File: src/hdl/tamc_pkg.sv
`default_nettype none
// ----------------------------------------------------------------------------
// tamc_pkg
// Types, codes and defaults shared by the temperature alarm mode controller.
// ----------------------------------------------------------------------------
package tamc_pkg;

    localparam int MAX_DIGITS_DEF = 3;

    // operating modes
    localparam logic [2:0] MODE_MAIN    = 3'd0;
    localparam logic [2:0] MODE_KEYCFG  = 3'd1;
    localparam logic [2:0] MODE_TERMCFG = 3'd2;
    localparam logic [2:0] MODE_ALARM   = 3'd3;
    localparam logic [2:0] MODE_HISTORY = 3'd4;

    // item kinds
    localparam logic [1:0] OP_TEMP = 2'd0;
    localparam logic [1:0] OP_KEY  = 2'd1;
    localparam logic [1:0] OP_TERM = 2'd2;

    // keypad codes
    localparam logic [7:0] KEY_CANCEL = 8'd12;
    localparam logic [7:0] KEY_TOGGLE = 8'd13;
    localparam logic [7:0] KEY_HIST   = 8'd14;
    localparam logic [7:0] KEY_ENTER  = 8'd15;
    localparam logic [7:0] KEY_ONE    = 8'd1;
    localparam logic [7:0] KEY_ZERO   = 8'd10;

    // terminal characters
    localparam logic [7:0] CH_GO     = 8'h47; // 'G'
    localparam logic [7:0] CH_CANCEL = 8'h43; // 'C'
    localparam logic [7:0] CH_OK     = 8'h4F; // 'O'
    localparam logic [7:0] CH_STOP   = 8'h53; // 'S'
    localparam logic [7:0] CH_0      = 8'h30; // '0'
    localparam logic [7:0] CH_9      = 8'h39; // '9'

    // display request bit positions
    localparam int DISP_MAIN    = 0;
    localparam int DISP_KEYCFG  = 1;
    localparam int DISP_TERMCFG = 2;
    localparam int DISP_ALARM   = 3;
    localparam int DISP_HISTORY = 4;
    localparam int DISP_TEMP    = 5;
    localparam int DISP_DIGIT   = 6;
    localparam int DISP_ENABLE  = 7;

    typedef struct packed {
        logic [1:0] opcode;
        logic [7:0] value;
    } t_in;

    typedef struct packed {
        logic [2:0]  mode;
        logic        alarm_active;
        logic [7:0]  threshold_now;
        logic [7:0]  temperature_now;
        logic        alarm_enabled_now;
        logic [15:0] alarms_counted;
        logic [1:0]  digits_entered;
        logic [7:0]  display_request;
        logic        threshold_store;
    } t_out;

    typedef struct packed {
        logic [2:0]  mode;
        logic [7:0]  temperature;
        logic [7:0]  threshold;
        logic        alarm_en;
        logic [15:0] alarm_cnt;
        logic [1:0]  digit_cnt;
    } t_state;

    // input stage towards the update stage
    typedef struct packed {
        logic valid;
        t_in  data;
    } t_in_beat;

endpackage
`default_nettype wire

File: src/hdl/temperature_alarm_mode_controller.sv
`default_nettype none
// ----------------------------------------------------------------------------
// temperature_alarm_mode_controller
// Mode controller for a temperature alarm: samples, keypad codes and
// terminal bytes in, one status result per item out.
// ----------------------------------------------------------------------------
// Each accepted beat gives exactly one result beat, through the input register
// and the output register. The block takes one beat every cycle while the sink
// keeps taking results: an input register feeds a combinational update of the
// mode, threshold, alarm and digit-entry registers, and the result lands in an
// output register that may wait for the sink while the next item is already
// taken. Threshold digits are kept in a MAX_DIGITS-deep buffer and folded on
// commit; display_request and threshold_store are per-item pulses, while the
// other fields report the state after the item.
module temperature_alarm_mode_controller
    import tamc_pkg::*;
#(
    parameter int MAX_DIGITS = MAX_DIGITS_DEF
) (
    input  wire logic i_clk,
    input  wire logic i_rst_n,
    input  wire logic i_valid,
    output logic      o_ready,
    input  wire t_in  i_data,
    output logic      o_valid,
    input  wire logic i_ready,
    output t_out      o_data
);

    t_in_beat w_beat;
    logic     w_take;

    t_state                  r_state;
    t_state                  n_state;
    logic [MAX_DIGITS*4-1:0] r_digits;
    logic [MAX_DIGITS*4-1:0] n_digits;
    t_out                    n_result;
    t_out                    r_result;
    logic                    r_out_valid;

    // advance when an item waits and the result register is free or emptying
    assign w_take = w_beat.valid && (!r_out_valid || i_ready);

    tamc_in_stage u_in (
        .i_clk   (i_clk),
        .i_rst_n (i_rst_n),
        .i_valid (i_valid),
        .o_ready (o_ready),
        .i_data  (i_data),
        .i_take  (w_take),
        .o_beat  (w_beat)
    );

    tamc_update #(
        .MAX_DIGITS (MAX_DIGITS)
    ) u_update (
        .i_item   (w_beat.data),
        .i_state  (r_state),
        .i_digits (r_digits),
        .o_state  (n_state),
        .o_digits (n_digits),
        .o_result (n_result)
    );

    always_ff @(posedge i_clk) begin
        if (!i_rst_n) begin
            r_state.mode        <= MODE_MAIN;
            r_state.temperature <= '0;
            r_state.threshold   <= '0;
            r_state.alarm_en    <= 1'b1;
            r_state.alarm_cnt   <= '0;
            r_state.digit_cnt   <= '0;
            r_digits            <= '0;
            r_out_valid         <= 1'b0;
        end else begin
            if (w_take) begin
                r_state  <= n_state;
                r_digits <= n_digits;
            end
            if (w_take) begin
                r_out_valid <= 1'b1;
            end else if (i_ready) begin
                r_out_valid <= 1'b0;
            end
        end
    end

    always_ff @(posedge i_clk) begin
        if (w_take) begin
            r_result <= n_result;
        end
    end

    assign o_valid = r_out_valid;
    assign o_data  = r_result;

endmodule
`default_nettype wire

File: src/hdl/tamc_in_stage.sv
`default_nettype none
// ----------------------------------------------------------------------------
// tamc_in_stage
// Input register: holds one beat until the update stage takes it.
// ----------------------------------------------------------------------------
module tamc_in_stage
    import tamc_pkg::*;
(
    input  wire logic     i_clk,
    input  wire logic     i_rst_n,
    input  wire logic     i_valid,
    output logic          o_ready,
    input  wire t_in      i_data,
    input  wire logic     i_take,
    output t_in_beat      o_beat
);

    logic r_valid;
    t_in  r_data;

    assign o_ready = !r_valid || i_take;

    always_ff @(posedge i_clk) begin
        if (!i_rst_n) begin
            r_valid <= 1'b0;
        end else if (o_ready) begin
            r_valid <= i_valid;
        end
    end

    always_ff @(posedge i_clk) begin
        if (o_ready && i_valid) begin
            r_data <= i_data;
        end
    end

    assign o_beat.valid = r_valid;
    assign o_beat.data  = r_data;

endmodule
`default_nettype wire

File: src/hdl/tamc_update.sv
`default_nettype none
// ----------------------------------------------------------------------------
// tamc_update
// Next-state and result logic for one item: mode decode, digit entry,
// threshold commit and the temperature / threshold comparison.
// ----------------------------------------------------------------------------
module tamc_update
    import tamc_pkg::*;
#(
    parameter int MAX_DIGITS = MAX_DIGITS_DEF
) (
    input  wire t_in                     i_item,
    input  wire t_state                  i_state,
    input  wire logic [MAX_DIGITS*4-1:0] i_digits,
    output t_state                       o_state,
    output logic [MAX_DIGITS*4-1:0]      o_digits,
    output t_out                         o_result
);

    always_comb begin
        t_state     s;
        logic [MAX_DIGITS*4-1:0] dbuf;
        logic [7:0] disp;
        logic       store;
        logic       run_cmp;
        logic       do_cancel;
        logic       do_commit;
        logic       do_stop;
        logic       do_append;
        logic [3:0] dig;
        logic [7:0] v;
        logic [7:0] v_off;
        logic [7:0] t;

        s         = i_state;
        dbuf      = i_digits;
        disp      = '0;
        store     = 1'b0;
        run_cmp   = 1'b0;
        do_cancel = 1'b0;
        do_commit = 1'b0;
        do_stop   = 1'b0;
        do_append = 1'b0;
        dig       = '0;
        v         = i_item.value;
        v_off     = v - CH_0;
        t         = '0;

        case (i_item.opcode)
            OP_TEMP: begin
                if ((s.mode == MODE_MAIN || s.mode == MODE_ALARM) && v != s.temperature) begin
                    s.temperature = v;
                    if (s.mode == MODE_MAIN) begin
                        disp[DISP_TEMP] = 1'b1;
                    end
                    run_cmp = 1'b1;
                end
            end
            OP_KEY: begin
                case (s.mode)
                    MODE_MAIN: begin
                        if (v == KEY_ENTER) begin
                            s.mode = MODE_KEYCFG;
                            disp[DISP_KEYCFG] = 1'b1;
                        end else if (v == KEY_TOGGLE) begin
                            s.alarm_en = !s.alarm_en;
                            disp[DISP_ENABLE] = 1'b1;
                            run_cmp = 1'b1;
                        end else if (v == KEY_HIST) begin
                            s.mode = MODE_HISTORY;
                            disp[DISP_HISTORY] = 1'b1;
                        end
                    end
                    MODE_KEYCFG: begin
                        if (v == KEY_CANCEL) begin
                            do_cancel = 1'b1;
                        end else if (v == KEY_ENTER) begin
                            do_commit = 1'b1;
                        end else if (v >= KEY_ONE && v <= KEY_ZERO) begin
                            do_append = 1'b1;
                            dig = (v == KEY_ZERO) ? 4'd0 : v[3:0];
                        end
                    end
                    MODE_ALARM: begin
                        if (v == KEY_CANCEL) begin
                            do_stop = 1'b1;
                        end
                    end
                    MODE_HISTORY: begin
                        if (v == KEY_ENTER) begin
                            s.mode = MODE_MAIN;
                            disp[DISP_MAIN] = 1'b1;
                        end
                    end
                    default: begin
                    end
                endcase
            end
            OP_TERM: begin
                case (s.mode)
                    MODE_MAIN: begin
                        if (v == CH_GO) begin
                            s.mode = MODE_TERMCFG;
                            disp[DISP_TERMCFG] = 1'b1;
                        end
                    end
                    MODE_TERMCFG: begin
                        if (v == CH_CANCEL) begin
                            do_cancel = 1'b1;
                        end else if (v == CH_OK) begin
                            do_commit = 1'b1;
                        end else if (v >= CH_0 && v <= CH_9) begin
                            do_append = 1'b1;
                            dig = v_off[3:0];
                        end
                    end
                    MODE_ALARM: begin
                        if (v == CH_STOP) begin
                            do_stop = 1'b1;
                        end
                    end
                    default: begin
                    end
                endcase
            end
            default: begin
            end
        endcase

        if (do_cancel) begin
            s.mode = MODE_MAIN;
            s.digit_cnt = '0;
            disp[DISP_MAIN] = 1'b1;
        end

        if (do_commit) begin
            // fold held digits, t = t*10 + d, wrapping at 8 bits
            for (int i = 0; i < MAX_DIGITS; i++) begin
                if (2'(i) < i_state.digit_cnt) begin
                    t = 8'((t << 3) + (t << 1) + {4'b0000, i_digits[i*4 +: 4]});
                end
            end
            s.threshold = t;
            s.digit_cnt = '0;
            s.mode = MODE_MAIN;
            store = 1'b1;
            disp[DISP_MAIN] = 1'b1;
            run_cmp = 1'b1;
        end

        if (do_append && i_state.digit_cnt < 2'(MAX_DIGITS)) begin
            for (int i = 0; i < MAX_DIGITS; i++) begin
                if (i_state.digit_cnt == 2'(i)) begin
                    dbuf[i*4 +: 4] = dig;
                end
            end
            s.digit_cnt = i_state.digit_cnt + 2'd1;
            disp[DISP_DIGIT] = 1'b1;
        end

        if (do_stop) begin
            s.mode = MODE_MAIN;
            s.alarm_en = 1'b0;
            disp[DISP_MAIN] = 1'b1;
            run_cmp = 1'b1;
        end

        if (run_cmp) begin
            if (s.mode == MODE_MAIN) begin
                if (s.temperature >= s.threshold && s.alarm_en) begin
                    s.mode = MODE_ALARM;
                    if (s.alarm_cnt != 16'hFFFF) begin
                        s.alarm_cnt = s.alarm_cnt + 16'd1;
                    end
                    disp[DISP_ALARM] = 1'b1;
                end
            end else if (s.mode == MODE_ALARM) begin
                if (s.temperature < s.threshold) begin
                    s.mode = MODE_MAIN;
                    disp[DISP_MAIN] = 1'b1;
                end
            end
        end

        o_state  = s;
        o_digits = dbuf;

        o_result.mode              = s.mode;
        o_result.alarm_active      = (s.mode == MODE_ALARM);
        o_result.threshold_now     = s.threshold;
        o_result.temperature_now   = s.temperature;
        o_result.alarm_enabled_now = s.alarm_en;
        o_result.alarms_counted    = s.alarm_cnt;
        o_result.digits_entered    = s.digit_cnt;
        o_result.display_request   = disp;
        o_result.threshold_store   = store;
    end

endmodule
`default_nettype wire

File: config.mk
export PLATFORM = sky130hd
export DESIGN_NAME = temperature_alarm_mode_controller
export DESIGN_NICKNAME = d
export VERILOG_FILES = /design/src/hdl/tamc_pkg.sv /design/src/hdl/temperature_alarm_mode_controller.sv /design/src/hdl/tamc_in_stage.sv /design/src/hdl/tamc_update.sv
export SDC_FILE = /design/constraint.sdc
export NUM_CORES = 1
export LEC_CHECK = 0
export BUFFER_PORTS_ARGS = -buffer_cell sky130_fd_sc_hd__clkbuf_2
export CORE_MARGIN = 3
export CORE_UTILIZATION = 54
export CTS_CLUSTER_DIAMETER = 100
export CTS_CLUSTER_SIZE = 8
export DETAILED_ROUTE_END_ITERATION = 6
export GPL_TIMING_DRIVEN = 0
export PLACE_DENSITY = 0.77
export SLEW_MARGIN = 20
export SYNTH_ARGS = -nofsm -noshare
export SYNTH_HDL_FRONTEND = slang
export SYNTH_SLANG_ARGS = --single-unit
File: constraint.sdc
create_clock -name i_clk -period 5.8 [get_ports i_clk]
set_input_delay 0.29 -clock i_clk [delete_from_list [all_inputs] [get_ports i_clk]]
set_output_delay 0.29 -clock i_clk [all_outputs]
set_load 0.01 [all_outputs]
==> impl_metrics.env, run 1 <==
export IMPL_hold_depth=1
export IMPL_p_int_mw=1.275
export IMPL_antenna_found_initial=0
export IMPL_vdd_ir_drop_max_mv=0.1675
export IMPL_max_freq_mhz=180.9
export IMPL_layout_drive_gt1_share=0.2327
export IMPL_place_area_mm2=0.006715
export IMPL_seq_area_mm2=0.002790
export IMPL_cts_root_buf="clkbuf_16"
export IMPL_r2r_slack_ns=0.27
export IMPL_critical_path_class="flop to flop"
export IMPL_worstRegToRegCells=26
export IMPL_htree_levels=3
export IMPL_end_kind="flop"
export IMPL_start_util=0.5624
export IMPL_worstMarginPinSlew_ns=0.6724
export IMPL_finalHoldViolations=0
export IMPL_grt_pass1_vias=4837
export IMPL_period_needed_ns=5.529
export IMPL_slowest_delay_ns=0.38
export IMPL_pin_count=64
export IMPL_p_per_area_mw_per_mm2=238.6
export IMPL_p_comb_frac=0.125
export IMPL_numPortBuffers=63
export IMPL_grt_pass1_wl_um=23800
export IMPL_cts_clk_slew_worst_paths_ns=0.08
export IMPL_synth_cell_type_count=83
export IMPL_fp_dieW_um=113.2
export IMPL_startpoint_type="flop"
export IMPL_slew_violations=0
export IMPL_numCtsBuffers=9
export IMPL_drtAntennaViolNets=0
export IMPL_die_area_mm2=0.01281
export IMPL_multi_input_area_mm2=0.003274
export IMPL_pwr_share_seq=0.503
export IMPL_dp_hpwl_um=10640
export IMPL_async_reset_ff_frac=0
export IMPL_vias_per_cell=5.911
export IMPL_postCtsHoldBufs=0
export IMPL_fillers=884
export IMPL_first_iter_violations=347
export IMPL_cp_data_arrival_time_ns=5.63
export IMPL_synth_seq_area_share=0.4486
export IMPL_core_area_mm2=0.01103
export IMPL_cap_viol_max_count=0
export IMPL_ys_flop_type="edfxtp_1"
export IMPL_cpLargestDelayFamily="adder cells"
export IMPL_synth_fp_nets=655
export IMPL_clkPwrFrac=0.372
export IMPL_status="finished, final reports clean"
export IMPL_synth_seq_cells=110
export IMPL_slew_headroom=0.5476
export IMPL_final_nets=737
export IMPL_netlist_instances=605
export IMPL_wl_um=14580
export IMPL_gp_congestion=0.8860
export IMPL_cts_tree="yes"
export IMPL_cpMaxStageDelayCell="ha_1"
export IMPL_skew_ns=0.007141
export IMPL_netSwitchingFraction=0.2599
export IMPL_min_to="u_in.o_beat[9]$_DFFE_PP_"
export IMPL_vias=4918
export IMPL_rows=38
export IMPL_postLayoutCoreUtil=0.6545
export IMPL_cts_sinks=110
export IMPL_synth_edf_count=58
export IMPL_diodes=0
export IMPL_critPathRequiredTime_ns=5.90
export IMPL_die_y_um=113.2
export IMPL_grt_max_degree=35
export IMPL_area_growth_pct=16.38
export IMPL_netlist_area_mm2=0.006203
export IMPL_yosysWarnings=0
export IMPL_hp_class="input port to flop"
export IMPL_drtPass1Iterations=5
export IMPL_gr_total_overflow=0
export IMPL_drc_errors=0
export IMPL_syn_area_per_cell_um2=10.25
export IMPL_timing_rr_start="r_state[1]$_SDFFE_PN0P_"
export IMPL_clock_latency_ns=0.35
export IMPL_wl_per_cell_um=17.53
export IMPL_fin_setup_tns_ns=0
export IMPL_clock_path_buffers=2
export IMPL_power_switching_uw=447.6
export IMPL_p_leak_nw=3.011
export IMPL_design_area_mm2=0.007219
export IMPL_post_route_period_util=0.9533
export IMPL_worst_path_buf_inv=4
export IMPL_critical_path_max_fanout=8
export IMPL_r2r_end="o_data[24]$_DFFE_PP_"
export IMPL_finalSetupViolCount=0
export IMPL_min_from="i_data[9]"
export IMPL_grt_use_total=0.2321
==> per-stage QoR <==
stage	hold WS (ns)	instances	worst slack (ns)	power [mW]
6_report	0.1104	832	0.2707	1.722
2_1_floorplan	0.3889	605	0.05046	1.019
3_5_place_dp	0.4543	809	-0.9387	1.084
4_1_cts	0.1062	827	0.02158	1.726
5_1_grt	0.1057	832	-0.007590	1.791
3_3_place_gp	0.4484	808	-0.7885	1.080
==> layout make-up <==
| cell class | count | area share |
|---|---|---|
| multi-input cells | 439 | 0.4536 |
| flip-flops and latches | 110 | 0.3865 |
| repair buffers | 71 | 0.05373 |
| clock buffers | 9 | 0.03120 |
| plain buffers | 28 | 0.02426 |
| well taps | 140 | 0.02426 |
| inverters | 28 | 0.01560 |
| clock inverters | 7 | 0.01092 |
==> layer usage <==
metal	global-route usage	part of all wire
met3	0.04866	0.062
met1	0.3103	0.44
met4	0.08734	0.022
met5	0	0
met2	0.3724	0.48
==> synth_stat cells, types with 4 or more instances <==
| cell type | instances | share of area |
|---|---|---|
| inv_1 | 26 | 0.016 |
| o31ai_1 | 8 | 0.0097 |
| xnor2_1 | 10 | 0.014 |
| buf_2 | 4 | 0.0032 |
| or4_1 | 11 | 0.013 |
| clkbuf_1 | 13 | 0.0079 |
| a21o_1 | 7 | 0.0085 |
| nor2b_1 | 9 | 0.0091 |
| ha_1 | 33 | 0.067 |
| o21ai_0 | 14 | 0.011 |
| nor3_1 | 18 | 0.015 |
| a211oi_1 | 6 | 0.0073 |
| nor2_1 | 59 | 0.036 |
| nand2b_1 | 5 | 0.0050 |
| nand4_1 | 9 | 0.0091 |
| mux2i_1 | 21 | 0.034 |
| dfxtp_1 | 52 | 0.17 |
| and3_1 | 6 | 0.0061 |
| a21oi_1 | 30 | 0.024 |
| mux2_2 | 13 | 0.024 |
| nand3_1 | 20 | 0.016 |
| buf_6 | 4 | 0.0073 |
| xor2_1 | 21 | 0.030 |
| o21a_1 | 6 | 0.0073 |
| nand3b_1 | 4 | 0.0048 |
| nand2_1 | 54 | 0.033 |
| nor4_1 | 7 | 0.0071 |
| and2_1 | 5 | 0.0050 |
| edfxtp_1 | 58 | 0.28 |
==> worst max path at each step <==
| stage | start | cells after the start | end | slack (ns) |
|---|---|---|---|---|
| 6_report | r_state[1]$_SDFFE_PN0P_ | 26 | o_data[24]$_DFFE_PP_ | 0.27 |
| 5_1_grt | r_state[1]$_SDFFE_PN0P_ | 26 | o_data[26]$_DFFE_PP_ | -0.008 |
| 4_1_cts | r_state[1]$_SDFFE_PN0P_ | 26 | o_data[26]$_DFFE_PP_ | 0.02 |
| 3_5_place_dp | r_state[1]$_SDFFE_PN0P_ | 27 | r_state[8]$_SDFFE_PN0P_ | -0.94 |
| 3_3_place_gp | r_state[1]$_SDFFE_PN0P_ | 28 | o_data[19]$_DFFE_PP_ | -0.79 |
| 2_1_floorplan | r_state[1]$_SDFFE_PN0P_ | 28 | o_data[19]$_DFFE_PP_ | 0.05 |
==> power groups by stage <==
stage | clock [mW] | sequential, mW | combinational [mW]
after CTS | 0.650 | 0.867 | 0.209
after global routing | 0.685 | 0.870 | 0.235
after global placement | 0 | 0.885 | 0.194
after detailed placement | 0 | 0.885 | 0.199
final | 0.641 | 0.866 | 0.215
after floorplan | 0 | 0.892 | 0.126
==> state kept, by name, indices dropped and copies added, names as in the netlist <==
name and flops:
o_data 48, u_in.r_valid 1, o_valid 1, r_digits 12, r_state 38, u_in.o_beat 10
==> what timing repair did <==
item                                    in CTS  in global routing
endpoints found under the setup margin      39                 37
pin swaps                                    4                 13
setup buffers                                2                  5
resized for setup                           17                 17
==> cells by family after synthesis <==
kind of cell | after synthesis | synth area share
fa+ha+maj | 37 | 0.07786
buf+inv | 56 | 0.04477
mux | 37 | 0.06474
xor+xnor | 32 | 0.04740
flops | 110 | 0.4486
compound gates | 98 | 0.1103
simple gates | 235 | 0.2063
==> cells in the final DEF (no fill, tap or decap), types with 3 or more instances in the layout <==
| master | instances |
|---|---|
| a211oi_1 | 6 |
| a21o_1 | 7 |
| a21oi_1 | 28 |
| a21oi_2 | 3 |
| and2_1 | 5 |
| and3_1 | 6 |
| buf_2 | 6 |
| buf_4 | 10 |
| buf_6 | 4 |
| clkbuf_1 | 12 |
| clkbuf_16 | 9 |
| clkbuf_2 | 63 |
| dfxtp_1 | 50 |
| edfxtp_1 | 58 |
| ha_1 | 28 |
| ha_4 | 5 |
| inv_1 | 25 |
| inv_8 | 3 |
| mux2_2 | 12 |
| mux2_4 | 4 |
| mux2i_1 | 20 |
| nand2_1 | 54 |
| nand2b_1 | 4 |
| nand3_1 | 20 |
| nand3b_1 | 4 |
| nand4_1 | 9 |
| nor2_1 | 57 |
| nor2b_1 | 7 |
| nor3_1 | 18 |
| nor4_1 | 7 |
| o21a_1 | 6 |
| o21ai_0 | 13 |
| o21ai_1 | 3 |
| o31ai_1 | 8 |
| or2_2 | 3 |
| or4_1 | 11 |
| xnor2_1 | 9 |
| xor2_1 | 21 |
Power figures use the tool's default switching activity.
==> run 2, diff against run 1 <==
- HOLD_SLACK_MARGIN: not set -> 0.12
==> impl_metrics.env, run 2 (synthesis results as in run 1) <==
export IMPL_status="finished, final reports clean"
export IMPL_slew_violations=0
export IMPL_seq_area_mm2=0.002790
export IMPL_worstRegToRegCells=26
export IMPL_finalHoldViolations=0
export IMPL_first_iter_violations=370
export IMPL_power_switching_uw=448.1
export IMPL_fillers=872
export IMPL_wl_um=14670
export IMPL_r2r_slack_ns=0.28
export IMPL_fp_dieW_um=113.2
export IMPL_largest_reg_flops=48
export IMPL_clkPwrFrac=0.371
export IMPL_p_leak_nw=3.052
export IMPL_antenna_found_initial=0
export IMPL_p_int_mw=1.279
export IMPL_netSwitchingFraction=0.2594
export IMPL_hold_depth=3
export IMPL_start_util=0.5624
export IMPL_end_kind="flop"
export IMPL_gp_congestion=0.8860
export IMPL_htree_levels=3
export IMPL_gr_total_overflow=0
export IMPL_rows=38
export IMPL_skew_ns=0.007299
export IMPL_die_y_um=113.2
export IMPL_p_comb_frac=0.127
export IMPL_period_needed_ns=5.523
export IMPL_layout_drive_gt1_share=0.2293
export IMPL_hp_class="input port to flop"
export IMPL_worstMarginPinSlew_ns=0.6767
export IMPL_multi_input_area_mm2=0.003274
export IMPL_grt_use_total=0.2341
export IMPL_post_place_ws_ns=-0.9387
export IMPL_diodes=0
export IMPL_vias=4923
export IMPL_final_cell_mix="clkbuf_2, edfxtp_1, nor2_1"
export IMPL_cts_clk_slew_worst_paths_ns=0.08
export IMPL_die_area_mm2=0.01281
export IMPL_critical_path_class="flop to flop"
export IMPL_drc_errors=0
export IMPL_dp_hpwl_um=10640
export IMPL_postLayoutCoreUtil=0.6636
export IMPL_p_per_area_mw_per_mm2=236.0
export IMPL_drtPass1Iterations=5
export IMPL_area_growth_pct=17.99
export IMPL_grt_pass1_vias=4918
export IMPL_cts_sinks=110
export IMPL_vias_per_cell=5.847
export IMPL_numPortBuffers=63
export IMPL_finalWorstSetupSlack_ns=0.2767
export IMPL_post_route_period_util=0.9523
export IMPL_drtAntennaViolNets=0
export IMPL_wl_per_cell_um=17.43
export IMPL_pin_count=64
export IMPL_cts_tree="yes"
export IMPL_cts_root_buf="clkbuf_16"
export IMPL_slew_headroom=0.5489
export IMPL_pwr_share_seq=0.501
export IMPL_clock_latency_ns=0.35
export IMPL_final_nets=747
export IMPL_numCtsBuffers=9
export IMPL_startpoint_type="flop"
export IMPL_grt_max_degree=35
export IMPL_critical_path_max_fanout=8
export IMPL_max_freq_mhz=181.1
export IMPL_core_area_mm2=0.01103
export IMPL_cp_data_arrival_time_ns=5.63
export IMPL_clock_path_buffers=2
export IMPL_critPathRequiredTime_ns=5.90
export IMPL_grt_pass1_wl_um=24050
export IMPL_cap_viol_max_count=0
export IMPL_final_common_cell="clkbuf_2"
export IMPL_vdd_ir_drop_max_mv=0.1675
export IMPL_finalSetupViolCount=0
[run 2: repair_timing]
item,in CTS,in global routing
endpoints found under the hold margin,10,0
setup endpoints to repair,39,37
pin swaps,4,13
resized for setup,17,17
cloned,0,0
buffers inserted,2,5
hold buffers,10,0
[run 2: metal layers]
layer,global-route usage,share of wire
met1,0.3116,0.44
met2,0.3780,0.48
met3,0.04866,0.059
met4,0.08734,0.022
met5,0,0
[run 2: layout make-up]
type                       instances  area share
buffer                            28     0.02393
inverter                          28     0.01538
timing repair buffer              81     0.06667
tap                              140     0.02393
clock inverter                     7     0.01077
multi-input combinational        439      0.4474
clock buffer                       9     0.03077
sequential                       110      0.3812
[run 2: power groups by stage]
stage / registers [mW] / logic (mW) / clock network, mW
2_1_floorplan: 0.892 / 0.126 / 0
3_3_place_gp: 0.885 / 0.194 / 0
3_5_place_dp: 0.885 / 0.199 / 0
4_1_cts: 0.867 / 0.214 / 0.650
5_1_grt: 0.870 / 0.241 / 0.687
6_report: 0.866 / 0.220 / 0.641
[run 2: path summary, 6_finish.rpt]
kind | startpoint | to
worst max-delay path | r_state[1]$_SDFFE_PN0P_ | o_data[24]$_DFFE_PP_
worst min-delay path | i_valid | u_in.r_valid$_SDFFE_PN0N_
worst max register to register | r_state[1]$_SDFFE_PN0P_ | o_data[24]$_DFFE_PP_
worst min register to register | r_state[23]$_SDFFE_PN0P_ | r_state[23]$_SDFFE_PN0P_
[run 2: stage by stage]
step / cell area [µm²] / hold slack (ns) / power [mW] / cells / TNS, ns
2_1_floorplan: 6203 / 0.3889 / 1.019 / 605 / 0
3_3_place_gp: 6694 / 0.4484 / 1.080 / 808 / -24.84
3_5_place_dp: 6715 / 0.4543 / 1.084 / 809 / -30.03
4_1_cts: 7193 / 0.1522 / 1.731 / 837 / 0
5_1_grt: 7320 / 0.1721 / 1.797 / 842 / -0.01650
6_report: 7320 / 0.1542 / 1.727 / 842 / 0
[run 2: critical path: stages (launching register included)]
cell and delay [ns]:
dfxtp_4 0.37, inv_8 0.09, ha_4 0.18, nor2b_1 0.05, buf_2 0.15, ha_1 0.33, ha_1 0.38, xnor2_2 0.22
nand2b_4 0.16, inv_1 0.06, ha_4 0.27, ha_4 0.21, and2_1 0.16, a311o_1 0.33, a21oi_2 0.15, xor2_1 0.18
xnor2_1 0.16, nand2_1 0.11, a31oi_2 0.22, ha_1 0.28, a21oi_1 0.19, o21ai_2 0.11, a21oi_2 0.22, nand4bb_4 0.20
buf_8 0.14, nor2_1 0.06, mux2_4 0.31
==> run 3, diff against run 2 <==
- CTS_BUF_LIST: not set -> sky130_fd_sc_hd__clkbuf_8 sky130_fd_sc_hd__clkbuf_16
- SETUP_SLACK_MARGIN: not set -> 0.02
==> impl_metrics.env, run 3 (synthesis results as in run 1) <==
export IMPL_grt_pass1_vias=4918
export IMPL_vias_per_cell=5.865
export IMPL_clkPwrFrac=0.371
export IMPL_finalHoldViolations=0
export IMPL_cts_sinks=110
export IMPL_cts_root_buf="clkbuf_16"
export IMPL_htree_levels=3
export IMPL_critPathRequiredTime_ns=5.90
export IMPL_final_nets=747
export IMPL_p_int_mw=1.279
export IMPL_final_cell_mix="clkbuf_2, edfxtp_1, nor2_1"
export IMPL_wl_per_cell_um=17.54
export IMPL_vdd_ir_drop_max_mv=0.1672
export IMPL_grt_use_total=0.2341
export IMPL_hp_class="input port to flop"
export IMPL_numPortBuffers=63
export IMPL_die_area_mm2=0.01281
export IMPL_status="finished, final reports clean"
export IMPL_vias=4938
export IMPL_cap_viol_max_count=0
export IMPL_pin_count=64
export IMPL_finalSetupViolCount=0
export IMPL_grt_pass1_wl_um=24050
export IMPL_final_common_cell="clkbuf_2"
export IMPL_skew_ns=0.007241
export IMPL_pwr_share_seq=0.501
export IMPL_period_needed_ns=5.510
export IMPL_rows=38
export IMPL_drtAntennaViolNets=0
export IMPL_core_area_mm2=0.01103
export IMPL_area_growth_pct=18.19
export IMPL_grt_max_degree=35
export IMPL_startpoint_type="flop"
export IMPL_cts_tree="yes"
export IMPL_finalWorstSetupSlack_ns=0.2905
export IMPL_critical_path_max_fanout=8
export IMPL_cp_data_arrival_time_ns=5.61
export IMPL_antenna_found_initial=0
export IMPL_drtPass1Iterations=5
export IMPL_post_route_period_util=0.9499
export IMPL_drc_errors=0
export IMPL_clock_path_buffers=2
export IMPL_cts_clk_slew_worst_paths_ns=0.08
export IMPL_diodes=0
export IMPL_p_per_area_mw_per_mm2=235.7
export IMPL_gp_congestion=0.8860
export IMPL_max_freq_mhz=181.5
export IMPL_critical_path_class="flop to flop"
export IMPL_start_util=0.5624
export IMPL_die_y_um=113.2
export IMPL_p_leak_nw=3.049
export IMPL_power_switching_uw=449.3
export IMPL_timing_hold_ws_ns=0.1544
export IMPL_clock_latency_ns=0.35
export IMPL_gr_total_overflow=0
export IMPL_wl_um=14770
export IMPL_fp_dieW_um=113.2
export IMPL_largest_reg_flops=48
export IMPL_p_comb_frac=0.128
export IMPL_rsz0062_at_grt="no"
export IMPL_post_place_ws_ns=-0.9387
export IMPL_numCtsBuffers=9
export IMPL_netSwitchingFraction=0.2599
export IMPL_layout_drive_gt1_share=0.2308
export IMPL_slew_violations=0
export IMPL_end_kind="flop"
export IMPL_dp_hpwl_um=10640
export IMPL_slew_headroom=0.5530
export IMPL_first_iter_violations=346
export IMPL_worstMarginPinSlew_ns=0.6644
## run 3: cell types whose count changed in the layout (fill, tap and decap cells not counted)
| cell | before | now |
|---|---|---|
| ha_1 | 28 | 27 |
| ha_4 | 5 | 6 |
## run 3: final timing paths
| kind | cells after the start | slack [ns] | endpoint | from |
|---|---|---|---|---|
| max | 26 | 0.29 | o_data[24]$_DFFE_PP_ | r_state[1]$_SDFFE_PN0P_ |
| min | 3 | 0.15 | u_in.r_valid$_SDFFE_PN0N_ | i_valid |
| max reg2reg | 26 | 0.29 | o_data[24]$_DFFE_PP_ | r_state[1]$_SDFFE_PN0P_ |
| min reg2reg | 2 | 0.47 | r_state[23]$_SDFFE_PN0P_ | r_state[23]$_SDFFE_PN0P_ |
## run 3: routing by layer
| layer | vias up | track usage | routed length (µm) |
|---|---|---|---|
| li1 | 2372 | - | - |
| met1 | 2368 | 0.3116 | 6449 |
| met2 | 164 | 0.3780 | 7156 |
| met3 | 34 | 0.04866 | 850 |
| met4 | 0 | 0.08734 | 312 |
| met5 | - | 0 | 0 |
## run 3: stage by stage
stage | cells | instance area, µm² | TNS (ns) | power (mW) | util
floorplan | 605 | 6203 | 0 | 1.019 | -
global placement | 808 | 6694 | -24.84 | 1.080 | 0.6069
detailed placement | 809 | 6715 | -30.03 | 1.084 | 0.6088
CTS | 837 | 7193 | 0 | 1.731 | 0.6521
global route | 842 | 7332 | 0 | 1.798 | 0.6647
finish | 842 | 7332 | 0 | 1.728 | 0.6647
## run 3: area by class of cell
| type | count | area, µm² |
|---|---|---|
| inverters | 28 | 112.6 |
| fillers | 865 | 3699 |
| plain buffers | 28 | 175.2 |
| clock inverters | 7 | 78.83 |
| well taps | 140 | 175.2 |
| flip-flops and latches | 110 | 2790 |
| clock buffers | 9 | 225.2 |
| repair buffers | 81 | 488.0 |
| multi-input cells | 439 | 3287 |
## run 3: power by group through the flow
stage / Clock [mW] / Combinational (mW) / Sequential (mW)
after floorplan: 0 / 0.126 / 0.892
after global routing: 0.687 / 0.241 / 0.870
final: 0.642 / 0.220 / 0.866
after detailed placement: 0 / 0.199 / 0.885
after global placement: 0 / 0.194 / 0.885
after CTS: 0.650 / 0.214 / 0.867
## run 3: repair_timing
item                                   in CTS  in global routing
pin swaps                                   4                 13
gates resized for setup                    17                 18
endpoints found under the hold margin      10                  0
hold buffers                               10                  0
setup endpoints to repair                  39                 38
setup buffers                               2                  5
## run 3: worst max-delay path: stages (launching register included)
cell	delay (ns)
dfxtp_4	0.39
inv_8	0.06
ha_4	0.18
nor2b_4	0.16
ha_4	0.22
ha_4	0.16
fa_2	0.39
xnor2_2	0.18
nand2b_4	0.16
inv_1	0.06
ha_4	0.27
ha_4	0.21
and2_1	0.16
a311o_1	0.33
a21oi_2	0.15
xor2_1	0.18
xnor2_1	0.16
nand2_1	0.11
a31oi_2	0.22
ha_1	0.28
a21oi_1	0.19
o21ai_2	0.11
a21oi_2	0.22
nand4bb_4	0.20
buf_8	0.14
nor2_1	0.06
mux2_4	0.31
